File: config.mk
export PLATFORM = sky130hd
export DESIGN_NAME = psc_cell
export DESIGN_NICKNAME = d
export VERILOG_FILES = /design/src/rtl/psc_cell.sv
export SDC_FILE = /design/constraint.sdc
export NUM_CORES = 1
export LEC_CHECK = 0
export ABC_CLOCK_PERIOD_IN_PS = 14800
export CORE_MARGIN = 5
export CORE_UTILIZATION = 45
export CTS_BUF_LIST = sky130_fd_sc_hd__clkbuf_8
export CTS_CLUSTER_DIAMETER = 100
export DETAILED_ROUTE_END_ITERATION = 8
export DONT_BUFFER_PORTS = 1
export PLACE_DENSITY = 0.6
export RECOVER_POWER = 25
export SKIP_CTS_REPAIR_TIMING = 1
export SYNTH_ARGS = -nofsm -noshare
export SYNTH_HDL_FRONTEND = slang
export SYNTH_SLANG_ARGS = --single-unit
File: constraint.sdc
create_clock -name i_clk -period 14.8 [get_ports i_clk]
set_input_delay 0.74 -clock i_clk [delete_from_list [all_inputs] [get_ports i_clk]]
set_output_delay 0.74 -clock i_clk [all_outputs]
set_load 0.05 [all_outputs]
File: src/rtl/psc_cell.sv
// One tap of the polyphase window: a PHASES-deep delay line of I/Q words
// plus the partial-sum stage of the correlation ripple.
module psc_cell #(
    parameter int unsigned SAMPLE_BITS = 16,
    parameter int unsigned PHASES      = 16
) (
    input  logic                   i_clk,
    input  logic                   i_rst_n,
    input  logic                   i_shift,
    input  logic [SAMPLE_BITS-1:0] i_sample_i,
    input  logic [SAMPLE_BITS-1:0] i_sample_q,
    input  logic                   i_ref_bit,
    input  logic [SAMPLE_BITS-1:0] i_pos_i,
    input  logic [SAMPLE_BITS-1:0] i_neg_i,
    input  logic [SAMPLE_BITS-1:0] i_pos_q,
    input  logic [SAMPLE_BITS-1:0] i_neg_q,
    output logic [SAMPLE_BITS-1:0] o_tail_i,
    output logic [SAMPLE_BITS-1:0] o_tail_q,
    output logic [SAMPLE_BITS-1:0] o_pos_i,
    output logic [SAMPLE_BITS-1:0] o_neg_i,
    output logic [SAMPLE_BITS-1:0] o_pos_q,
    output logic [SAMPLE_BITS-1:0] o_neg_q
);

    logic [SAMPLE_BITS-1:0] r_dly_i [PHASES];
    logic [SAMPLE_BITS-1:0] r_dly_q [PHASES];
    logic [SAMPLE_BITS-1:0] r_pos_i, r_neg_i, r_pos_q, r_neg_q;
    logic [SAMPLE_BITS-1:0] n_pos_i, n_neg_i, n_pos_q, n_neg_q;

    // Entry 0 is this cell's tap; the oldest entry feeds the next cell.
    always_ff @(posedge i_clk) begin
        if (!i_rst_n) begin
            for (int k = 0; k < PHASES; k++) begin
                r_dly_i[k] <= '0;
                r_dly_q[k] <= '0;
            end
        end else if (i_shift) begin
            r_dly_i[0] <= i_sample_i;
            r_dly_q[0] <= i_sample_q;
            for (int k = 1; k < PHASES; k++) begin
                r_dly_i[k] <= r_dly_i[k-1];
                r_dly_q[k] <= r_dly_q[k-1];
            end
        end
    end

    always_comb begin
        n_pos_i = i_ref_bit ? i_pos_i + r_dly_i[0] : i_pos_i;
        n_neg_i = i_ref_bit ? i_neg_i : i_neg_i + r_dly_i[0];
        n_pos_q = i_ref_bit ? i_pos_q + r_dly_q[0] : i_pos_q;
        n_neg_q = i_ref_bit ? i_neg_q : i_neg_q + r_dly_q[0];
    end

    // Sums ripple one cell per cycle; no reset needed, they settle after a pass.
    always_ff @(posedge i_clk) begin
        r_pos_i <= n_pos_i;
        r_neg_i <= n_neg_i;
        r_pos_q <= n_pos_q;
        r_neg_q <= n_neg_q;
    end

    assign o_tail_i = r_dly_i[PHASES-1];
    assign o_tail_q = r_dly_q[PHASES-1];
    assign o_pos_i  = r_pos_i;
    assign o_neg_i  = r_neg_i;
    assign o_pos_q  = r_pos_q;
    assign o_neg_q  = r_neg_q;

endmodule

==> out/metrics.json, run 1 <==
{
  "layout": {
    "fin_nets": 1870,
    "layout.cells.most_common_list": "sky130_fd_sc_hd__edfxtp_1 (512), sky130_fd_sc_hd__and3_1 (328), sky130_fd_sc_hd__and2_1 (123)",
    "area_growth_syn_to_layout_pct": 7.83,
    "final_common_cell": "sky130_fd_sc_hd__edfxtp_1",
    "final_layout_size_suffix_gt1_share_pct": 8.32
  },
  "synth": {
    "yosys_warnings": 0,
    "post_synth_instance_area_mm2": 0.0242,
    "syn-num-nets": 1916,
    "netlist_instances": 1752,
    "synth_enable_flop_cells": 512,
    "mean_syn_cell_area_um2": 13.8,
    "yosys_register_bits": 576,
    "yosysSeqAreaShare_pct": 68.8,
    "synth_flop_cell": "sky130_fd_sc_hd__edfxtp_1",
    "asyncSetResetFlopFracSynth_pct": 0,
    "count_of_different_cell_masters_after_synthesis": 66
  },
  "sta": {
    "grt_setup_unrepaired": "no",
    "final_clock_skew_ns": 0.0248,
    "setup-tns-final_ns": 0,
    "drv_slew": 0,
    "finalHoldViolations": 0,
    "min_period_ns": 3.91,
    "maxClockFrequency_ghz": 0.256,
    "slew_at_the_pin_closest_to_its_max_slew_limit_ns": 1.09,
    "finalSetupViolCount": 0,
    "min_period_over_period_pct": 26.4,
    "maxSlewHeadroom_pct": 27.1
  },
  "setup_path": {
    "worstSetupStartpointType": "input pin",
    "rr_worst_depth": 8,
    "worstSetupPathDepth": 3,
    "critPathSlowestCell": "sky130_fd_sc_hd__nand2b_4",
    "critPathMostFrequentCell": "sky130_fd_sc_hd__buf_12",
    "setup.worst_path.end_class": "flip-flop",
    "slowest_cell_delay_on_critical_path_ns": 1.08,
    "ff2ff_setup_slack_ns": 11.99,
    "path_cells": "nand2b_4, buf_12, buf_12",
    "worst-path-max-fanout": 513,
    "crit_buf_inv": 2,
    "timing.setup.critical_path_class": "input pin to flip-flop",
    "timing.critical_path.max_delay_family": "buffers and inverters",
    "critical_path_required_ns": 15.06,
    "critical_path_arrival_ns": 4.17
  },
  "min_path": {
    "worst_hold_path_depth": 1,
    "worstHoldPathType": "input pin to flip-flop"
  },
  "power_and_ir_drop": {
    "total_power_mw": 3.53,
    "power.combinational.fraction_pct": 6.9,
    "power.switching_mw": 0.905,
    "vdd.ir_drop.worst_mv": 0.0672,
    "seq_power_share_pct": 59.0,
    "netSwitchingFraction_pct": 25.7,
    "power.static_leakage_nw": 11.1,
    "power.clock.fraction_pct": 34.1,
    "power_per_standard_cell_area_mw_per_mm2": 135,
    "cellInternalPower_mw": 2.62
  },
  "clocking": {
    "cts_buffers": 95,
    "cts_max_path_buffers": 3,
    "ctsHtreeMaxLevel": 3,
    "cts_tree": "built",
    "root_buffer": "sky130_fd_sc_hd__clkbuf_8",
    "clock_sinks": 576,
    "worstSkewPairLatency_ns": 0.64,
    "clk_pin_slew_ns": 0.05
  },
  "run_status": {
    "outcome": "completed"
  },
  "global_routing": {
    "gr-total-overflow": 0,
    "antenna_found_initial": 14,
    "maximum_number_of_pins_on_one_net_before_global_route_repair": 514,
    "gr-usage-all-layers_pct": 13.9,
    "wire_length_of_the_first_global_routing_pass_mm": 67.2,
    "vias_in_the_first_global_route": 12900
  },
  "die": {
    "core_region_area_mm2": 0.0536,
    "ios": 196,
    "initial_core_util_pct": 45.2,
    "fp-row-count": 85,
    "chipHeight_um": 242,
    "floorplan.die_area_mm2": 0.0586,
    "dieWidth_um": 242
  },
  "route": {
    "post_route_drc_violation_count": 0,
    "drt-vias-per-instance": 5.23,
    "drt-pass1-iter-count": 5,
    "drt-wirelength-per-cell_um": 17.0,
    "first_iter_violations": 981,
    "detail-route-antenna-nets": 0,
    "detail_route.wirelength_mm": 42.3,
    "detailroute.via_count": 13000
  },
  "placement": {
    "buffer_ports.inserted": 0,
    "hpwl_mm": 23.5,
    "routabilityCongestion": 0.859
  },
  "flow_run": {
    "maxCapViolations": 0
  }
}
[power by group through the flow]
| stage | Combinational [mW] | Sequential, mW | Clock, mW |
|---|---|---|---|
| 4_1_cts | 0.245 | 2.08 | 1.26 |
| 3_5_place_dp | 0.243 | 2.11 | 0 |
| 5_1_grt | 0.274 | 2.09 | 1.34 |
| 3_3_place_gp | 0.237 | 2.11 | 0 |
| 6_report | 0.243 | 2.08 | 1.20 |
| 2_1_floorplan | 0.257 | 2.10 | 0 |
[synthesized netlist by cell type (4+ instances only)]
master	count	area [um2]
sky130_fd_sc_hd__edfxtp_1	512	15400
sky130_fd_sc_hd__and3_1	328	2050
sky130_fd_sc_hd__and2_1	193	1210
sky130_fd_sc_hd__clkbuf_1	105	394
sky130_fd_sc_hd__nand2_1	70	263
sky130_fd_sc_hd__dfxtp_1	64	1280
sky130_fd_sc_hd__ha_1	60	751
sky130_fd_sc_hd__a21oi_1	58	290
sky130_fd_sc_hd__o21ai_0	45	225
sky130_fd_sc_hd__buf_4	33	248
sky130_fd_sc_hd__xnor2_1	24	210
sky130_fd_sc_hd__nor2_1	22	82.6
sky130_fd_sc_hd__mux2_2	21	236
sky130_fd_sc_hd__a21o_1	18	135
sky130_fd_sc_hd__nand3_1	18	90.1
sky130_fd_sc_hd__inv_1	16	60.1
sky130_fd_sc_hd__nor3_1	14	70.1
sky130_fd_sc_hd__xor2_1	14	123
sky130_fd_sc_hd__nor2b_1	9	56.3
sky130_fd_sc_hd__o21a_1	9	67.6
sky130_fd_sc_hd__o31ai_1	9	67.6
sky130_fd_sc_hd__a31oi_1	8	50.1
sky130_fd_sc_hd__o211ai_1	8	60.1
sky130_fd_sc_hd__o21bai_1	8	60.1
sky130_fd_sc_hd__a211oi_1	7	52.6
sky130_fd_sc_hd__nand4_1	7	43.8
sky130_fd_sc_hd__buf_1	5	18.8
sky130_fd_sc_hd__nor3b_1	5	37.5
sky130_fd_sc_hd__fa_1	4	80.1
sky130_fd_sc_hd__nand3b_1	4	30.0
[layout make-up]
type	instances	area, um2
clock inverter	73	303
sequential	576	16700
fill	4661	27500
clock buffer	97	1340
antenna	8	20.0
inverter	16	60.1
timing repair buffer	4	55.1
multi-input combinational	1013	6810
tap	696	871
[through the flow]
stage | hold slack [ns] | utilization (%) | worst slack [ns] | cell area (um2) | cells
after floorplan | 0.503 | - | 0.440 | 24200 | 1752
after global placement | 0.504 | 45.6 | 11.17 | 24500 | 2305
after detailed placement | 0.509 | 45.6 | 11.12 | 24500 | 2305
after CTS | 0.128 | 48.7 | 11.84 | 26100 | 2475
after global routing | 0.133 | 48.7 | 11.45 | 26100 | 2480
final | 0.197 | 48.7 | 10.89 | 26100 | 2483
[sequential cells by signal, summed over array words and instances, names as in the netlist]
register / flops
o_neg_q: 16
o_pos_i: 16
r_dly_q: 256
r_dly_i: 256
o_pos_q: 16
o_neg_i: 16
[kinds of logic (layout without fill, tap and decap cells)]
group           after synthesis  in the layout  synth area share, %
buf+inv                     163            190                 3.12
other cells                   0              8                    0
compound gates              203            203                 5.51
fa+ha+maj                    64             64                 3.43
simple gates                684            684                 16.7
xor+xnor                     38             38                 1.37
mux                          24             24                 1.10
flops                       576            576                 68.8
[worst register-to-register path, delay by kind of cell, from the launching register on]
| family | cells | cell delay (ns) |
|---|---|---|
| compound gates | 5 | 1.13 |
| fa+ha+maj | 2 | 0.72 |
| flops | 1 | 0.48 |
| simple gates | 1 | 0.31 |
[final timing paths]
| path | start | endpoint |
|---|---|---|
| worst min register to register | r_dly_i[0][172]$_SDFFCE_PN0P_ | r_dly_i[0][188]$_SDFFCE_PN0P_ |
| worst max-delay path | i_rst_n | r_dly_q[0][111]$_SDFFCE_PN0P_ |
| worst max register to register | r_dly_q[0][0]$_SDFFCE_PN0P_ | o_neg_q[14]$_DFF_P_ |
| worst min-delay path | i_neg_i[15] | o_neg_i[15]$_DFF_P_ |
[metal layers]
metal | vias up | track usage [%] | part of all wire, %
met4 | 8 | 5.40 | 2.2
li1 | 6400 | - | -
met3 | 80 | 6.75 | 9.9
met1 | 6182 | 17.5 | 43
met2 | 324 | 21.0 | 45
met5 | - | 0 | 0.099
No activity file was read; power rests on OpenSTA's default activity.
==> run 2: changes to the inputs <==
--- a/config.mk
+++ b/config.mk
@@ -5,14 +5,14 @@
 export SDC_FILE = /design/constraint.sdc
 export NUM_CORES = 1
 export LEC_CHECK = 0
-export ABC_CLOCK_PERIOD_IN_PS = 14800
+export ABC_CLOCK_PERIOD_IN_PS = 4090
 export CORE_MARGIN = 5
 export CORE_UTILIZATION = 45
 export CTS_BUF_LIST = sky130_fd_sc_hd__clkbuf_8
 export CTS_CLUSTER_DIAMETER = 100
 export DETAILED_ROUTE_END_ITERATION = 8
 export DONT_BUFFER_PORTS = 1
-export PLACE_DENSITY = 0.6
+export PLACE_DENSITY = 0.58
 export RECOVER_POWER = 25
 export SKIP_CTS_REPAIR_TIMING = 1
 export SYNTH_ARGS = -nofsm -noshare
==> constraint.sdc (replaced) <==
create_clock -name i_clk -period 4.09 [get_ports i_clk]
set_input_delay 0.2045 -clock i_clk [delete_from_list [all_inputs] [get_ports i_clk]]
set_output_delay 0.2045 -clock i_clk [all_outputs]
set_load 0.05 [all_outputs]
==> run 2 against run 1 <==
- the flow now finishes with violations (capacitance limit, slew limit)
- combinational power grew to 4.8 times the previous value
- flip-flop and latch count stayed put
- cell count is 6.2% higher
- clock-buffer cell count is 4 higher
- clock power grew to 3.9 times the previous value
- die area stayed put
- critical path type is now flip-flop to flip-flop
- setup slack worse by 9.8 ns
- non-clock buffer count is 151 higher
- highest routed layer is now met4
==> out/metrics.json, run 2 (synthesized netlist as in run 1, its figures left out) <==
{
  "run_status": {
    "outcome": "finished with violations",
    "failed_checks": "capacitance limit, slew limit"
  },
  "global_routing": {
    "vias_in_the_first_global_route": {"value": 13000, "change": "+1.4%"},
    "antenna_found_initial": {"value": 7, "change": "-7"},
    "gr-usage-all-layers": {"value": 15.0, "unit": "%", "change": "+1.1 points"},
    "maximum_number_of_pins_on_one_net_before_global_route_repair": {"value": 514, "change": "unchanged"},
    "gr-total-overflow": {"value": 0, "change": "unchanged"},
    "wire_length_of_the_first_global_routing_pass": {"value": 71.0, "unit": "mm", "change": "+5.6%"}
  },
  "sta": {
    "whs": {"value": 0.00711, "unit": "ns", "change": "-0.190 ns"},
    "min_period_ns": 3.01,
    "maxSlewHeadroom": {"value": -106, "unit": "%", "change": "-130 points"},
    "drv_slew": {"value": 742, "change": "+742"},
    "maxClockFrequency_ghz": 0.332,
    "slew_at_the_pin_closest_to_its_max_slew_limit": {"value": 3.10, "unit": "ns", "change": "+2.00 ns"},
    "final_clock_skew": {"value": 0.0182, "unit": "ns", "change": "-0.00664 ns"},
    "finalHoldViolations": {"value": 0, "change": "unchanged"},
    "setup-tns-final": {"value": 0, "unit": "ns", "change": "unchanged"},
    "finalSetupViolCount": {"value": 0, "change": "unchanged"},
    "min_period_over_period_pct": 73.6,
    "grt_setup_unrepaired": "no"
  },
  "route": {
    "drt-met1-wl": {"value": 21.3, "unit": "mm", "change": "+16%"},
    "post_route_drc_violation_count": {"value": 0, "change": "unchanged"},
    "top_signal_layer_used": "met4",
    "drt-wirelength-per-cell": {"value": 18.2, "unit": "um", "change": "+7.1%"},
    "detail_route.wirelength": {"value": 48.1, "unit": "mm", "change": "+14%"},
    "drt-pass1-iter-count": {"value": 4, "change": "-1"},
    "drt-vias-per-instance": {"value": 5.18, "change": "-0.98%"},
    "detail-route-antenna-nets": {"value": 0, "change": "unchanged"},
    "dr_wl_met3": {"value": 4.04, "unit": "mm", "change": "-3.4%"},
    "met2_length": {"value": 21.7, "unit": "mm", "change": "+15%"},
    "detailroute.via_count": {"value": 13700, "change": "+5.2%"},
    "first_iter_violations": {"value": 898, "change": "-8.5%"}
  },
  "clocking": {
    "cts_buffers": {"value": 97, "change": "+2.1%"},
    "ctsHtreeMaxLevel": {"value": 3, "change": "unchanged"},
    "cts_tree": "built",
    "cts_max_path_buffers": {"value": 3, "change": "unchanged"},
    "clk_pin_slew": {"value": 0.07, "unit": "ns", "change": "+0.02 ns"},
    "clock_sinks": {"value": 576, "change": "unchanged"},
    "worstSkewPairLatency": {"value": 0.65, "unit": "ns", "change": "about the same"},
    "root_buffer": "sky130_fd_sc_hd__clkbuf_8"
  },
  "flow_run": {
    "maxCapViolations": {"value": 3, "change": "+3"}
  },
  "setup_path": {
    "worst_setup_startpoint": "r_dly_q[0][0]$_SDFFCE_PN0P_",
    "critical_path_arrival": {"value": 3.55, "unit": "ns", "change": "-0.62 ns"},
    "ff2ff_setup_slack": {"value": 1.08, "unit": "ns", "change": "-10.91 ns"},
    "timing.setup.critical_path_class": "flip-flop to flip-flop",
    "r2r-start": "r_dly_q[0][0]$_SDFFCE_PN0P_",
    "worstSetupStartpointType": "flip-flop",
    "worst-path-max-fanout": {"value": 3, "change": "-99%"},
    "setup.worst_path.end_class": "flip-flop",
    "critical_path_required": {"value": 4.63, "unit": "ns", "change": "-10.43 ns"}
  },
  "power_and_ir_drop": {
    "power.static_leakage": {"value": 12.0, "unit": "nW", "change": "+7.6%"},
    "seq_power_share": {"value": 56.2, "unit": "%", "change": "-2.8 points"},
    "power.combinational.fraction": {"value": 8.7, "unit": "%", "change": "+1.8 points"},
    "power_per_standard_cell_area": {"value": 481, "unit": "mW/mm2", "change": "+260%"},
    "power.clock.fraction": {"value": 35.1, "unit": "%", "change": "+1.0 points"},
    "cellInternalPower": {"value": 9.88, "unit": "mW", "change": "+280%"},
    "vdd.ir_drop.worst": {"value": 0.278, "unit": "mV", "change": "+310%"},
    "total_power": {"value": 13.4, "unit": "mW", "change": "+280%"},
    "power.switching": {"value": 3.50, "unit": "mW", "change": "+290%"},
    "netSwitchingFraction": {"value": 26.2, "unit": "%", "change": "+0.51 points"}
  },
  "die": {
    "fp-row-count": {"value": 85, "change": "unchanged"},
    "ios": {"value": 196, "change": "unchanged"},
    "floorplan.die_area": {"value": 0.0586, "unit": "mm2", "change": "unchanged"},
    "dieWidth": {"value": 242, "unit": "um", "change": "unchanged"},
    "initial_core_util": {"value": 45.2, "unit": "%", "change": "unchanged"},
    "chipHeight": {"value": 242, "unit": "um", "change": "unchanged"},
    "core_region_area": {"value": 0.0536, "unit": "mm2", "change": "unchanged"}
  },
  "layout": {
    "n_fill_cell": {"value": 4549, "change": "-2.4%"},
    "leading_registers_by_flop_count": "r_dly_i x256, r_dly_q x256",
    "fin_nets": {"value": 2023, "change": "+8.2%"},
    "finish.instance_area": {"value": 0.0278, "unit": "mm2", "change": "+6.6%"},
    "final_layout_size_suffix_gt1_share": {"value": 8.79, "unit": "%", "change": "+0.47 points"},
    "layout.cells.most_common_list": "sky130_fd_sc_hd__edfxtp_1 (512), sky130_fd_sc_hd__and3_1 (328), sky130_fd_sc_hd__and2_1 (160)",
    "area_growth_syn_to_layout_pct": 14.9,
    "final_common_cell": "sky130_fd_sc_hd__edfxtp_1"
  },
  "placement": {
    "detailed_place.area": {"value": 0.0246, "unit": "mm2", "change": "+0.42%"},
    "hpwl": {"value": 25.8, "unit": "mm", "change": "+9.6%"},
    "buffer_ports.inserted": {"value": 0, "change": "unchanged"},
    "routabilityCongestion": {"value": 0.823, "change": "-4.1%"}
  },
  "min_path": {
    "worstHoldPathType": "input pin to flip-flop",
    "hold_path.startpoint": "i_ref_bit"
  }
}
## run 2: power by group through the flow
stage / Clock (mW) / Combinational, mW / Sequential [mW]
floorplan: 0 / 0.933 / 7.49
global placement: 0 / 0.912 / 7.63
detailed placement: 0 / 0.918 / 7.64
CTS: 4.93 / 0.925 / 7.53
global route: 5.22 / 1.30 / 7.56
finish: 4.70 / 1.16 / 7.52
## run 2: worst max-delay path, cell delays in order (launching register included)
cell and delay [ns]:
sky130_fd_sc_hd__edfxtp_1 0.43, sky130_fd_sc_hd__ha_1 0.24, sky130_fd_sc_hd__fa_1 0.46, sky130_fd_sc_hd__a211oi_1 0.41, sky130_fd_sc_hd__o21ai_0 0.17, sky130_fd_sc_hd__a31oi_1 0.35
sky130_fd_sc_hd__xor2_1 0.17, sky130_fd_sc_hd__o21ai_0 0.08, sky130_fd_sc_hd__dlygate4sd3_1 0.57
## run 2: area by class of cell
cell class	count	area, um2	share of cell area [%]
antenna	7	17.5	0.0630
timing repair buffer	155	1630	5.85
clock buffer	101	1390	5.00
inverter	16	60.1	0.216
clock inverter	73	395	1.42
tap	696	871	3.13
multi-input combinational	1013	6810	24.5
sequential	576	16700	59.9
## run 2: worst paths after layout
| kind | to | cells past startpoint |
|---|---|---|
| max | o_neg_q[8]$_DFF_P_ | 8 |
| min | o_neg_i[13]$_DFF_P_ | 2 |
| min reg2reg | r_dly_q[0][240]$_SDFFCE_PN0P_ | 1 |
| max reg2reg | o_neg_q[8]$_DFF_P_ | 8 |
## run 2: stage by stage
step	util (%)	setup WS [ns]	instances
5_1_grt	51.9	0.909	2633
4_1_cts	49.1	1.43	2486
3_3_place_gp	45.8	1.55	2312
3_5_place_dp	45.8	1.47	2312
6_report	51.9	1.08	2637
2_1_floorplan	-	-0.397	1752
## run 2: per-layer routing
| layer | up-vias | global-route usage [%] |
|---|---|---|
| met2 | 344 | 22.3 |
| met4 | 0 | 5.71 |
| li1 | 6706 | - |
| met3 | 69 | 7.06 |
| met1 | 6545 | 19.3 |
| met5 | - | 0 |
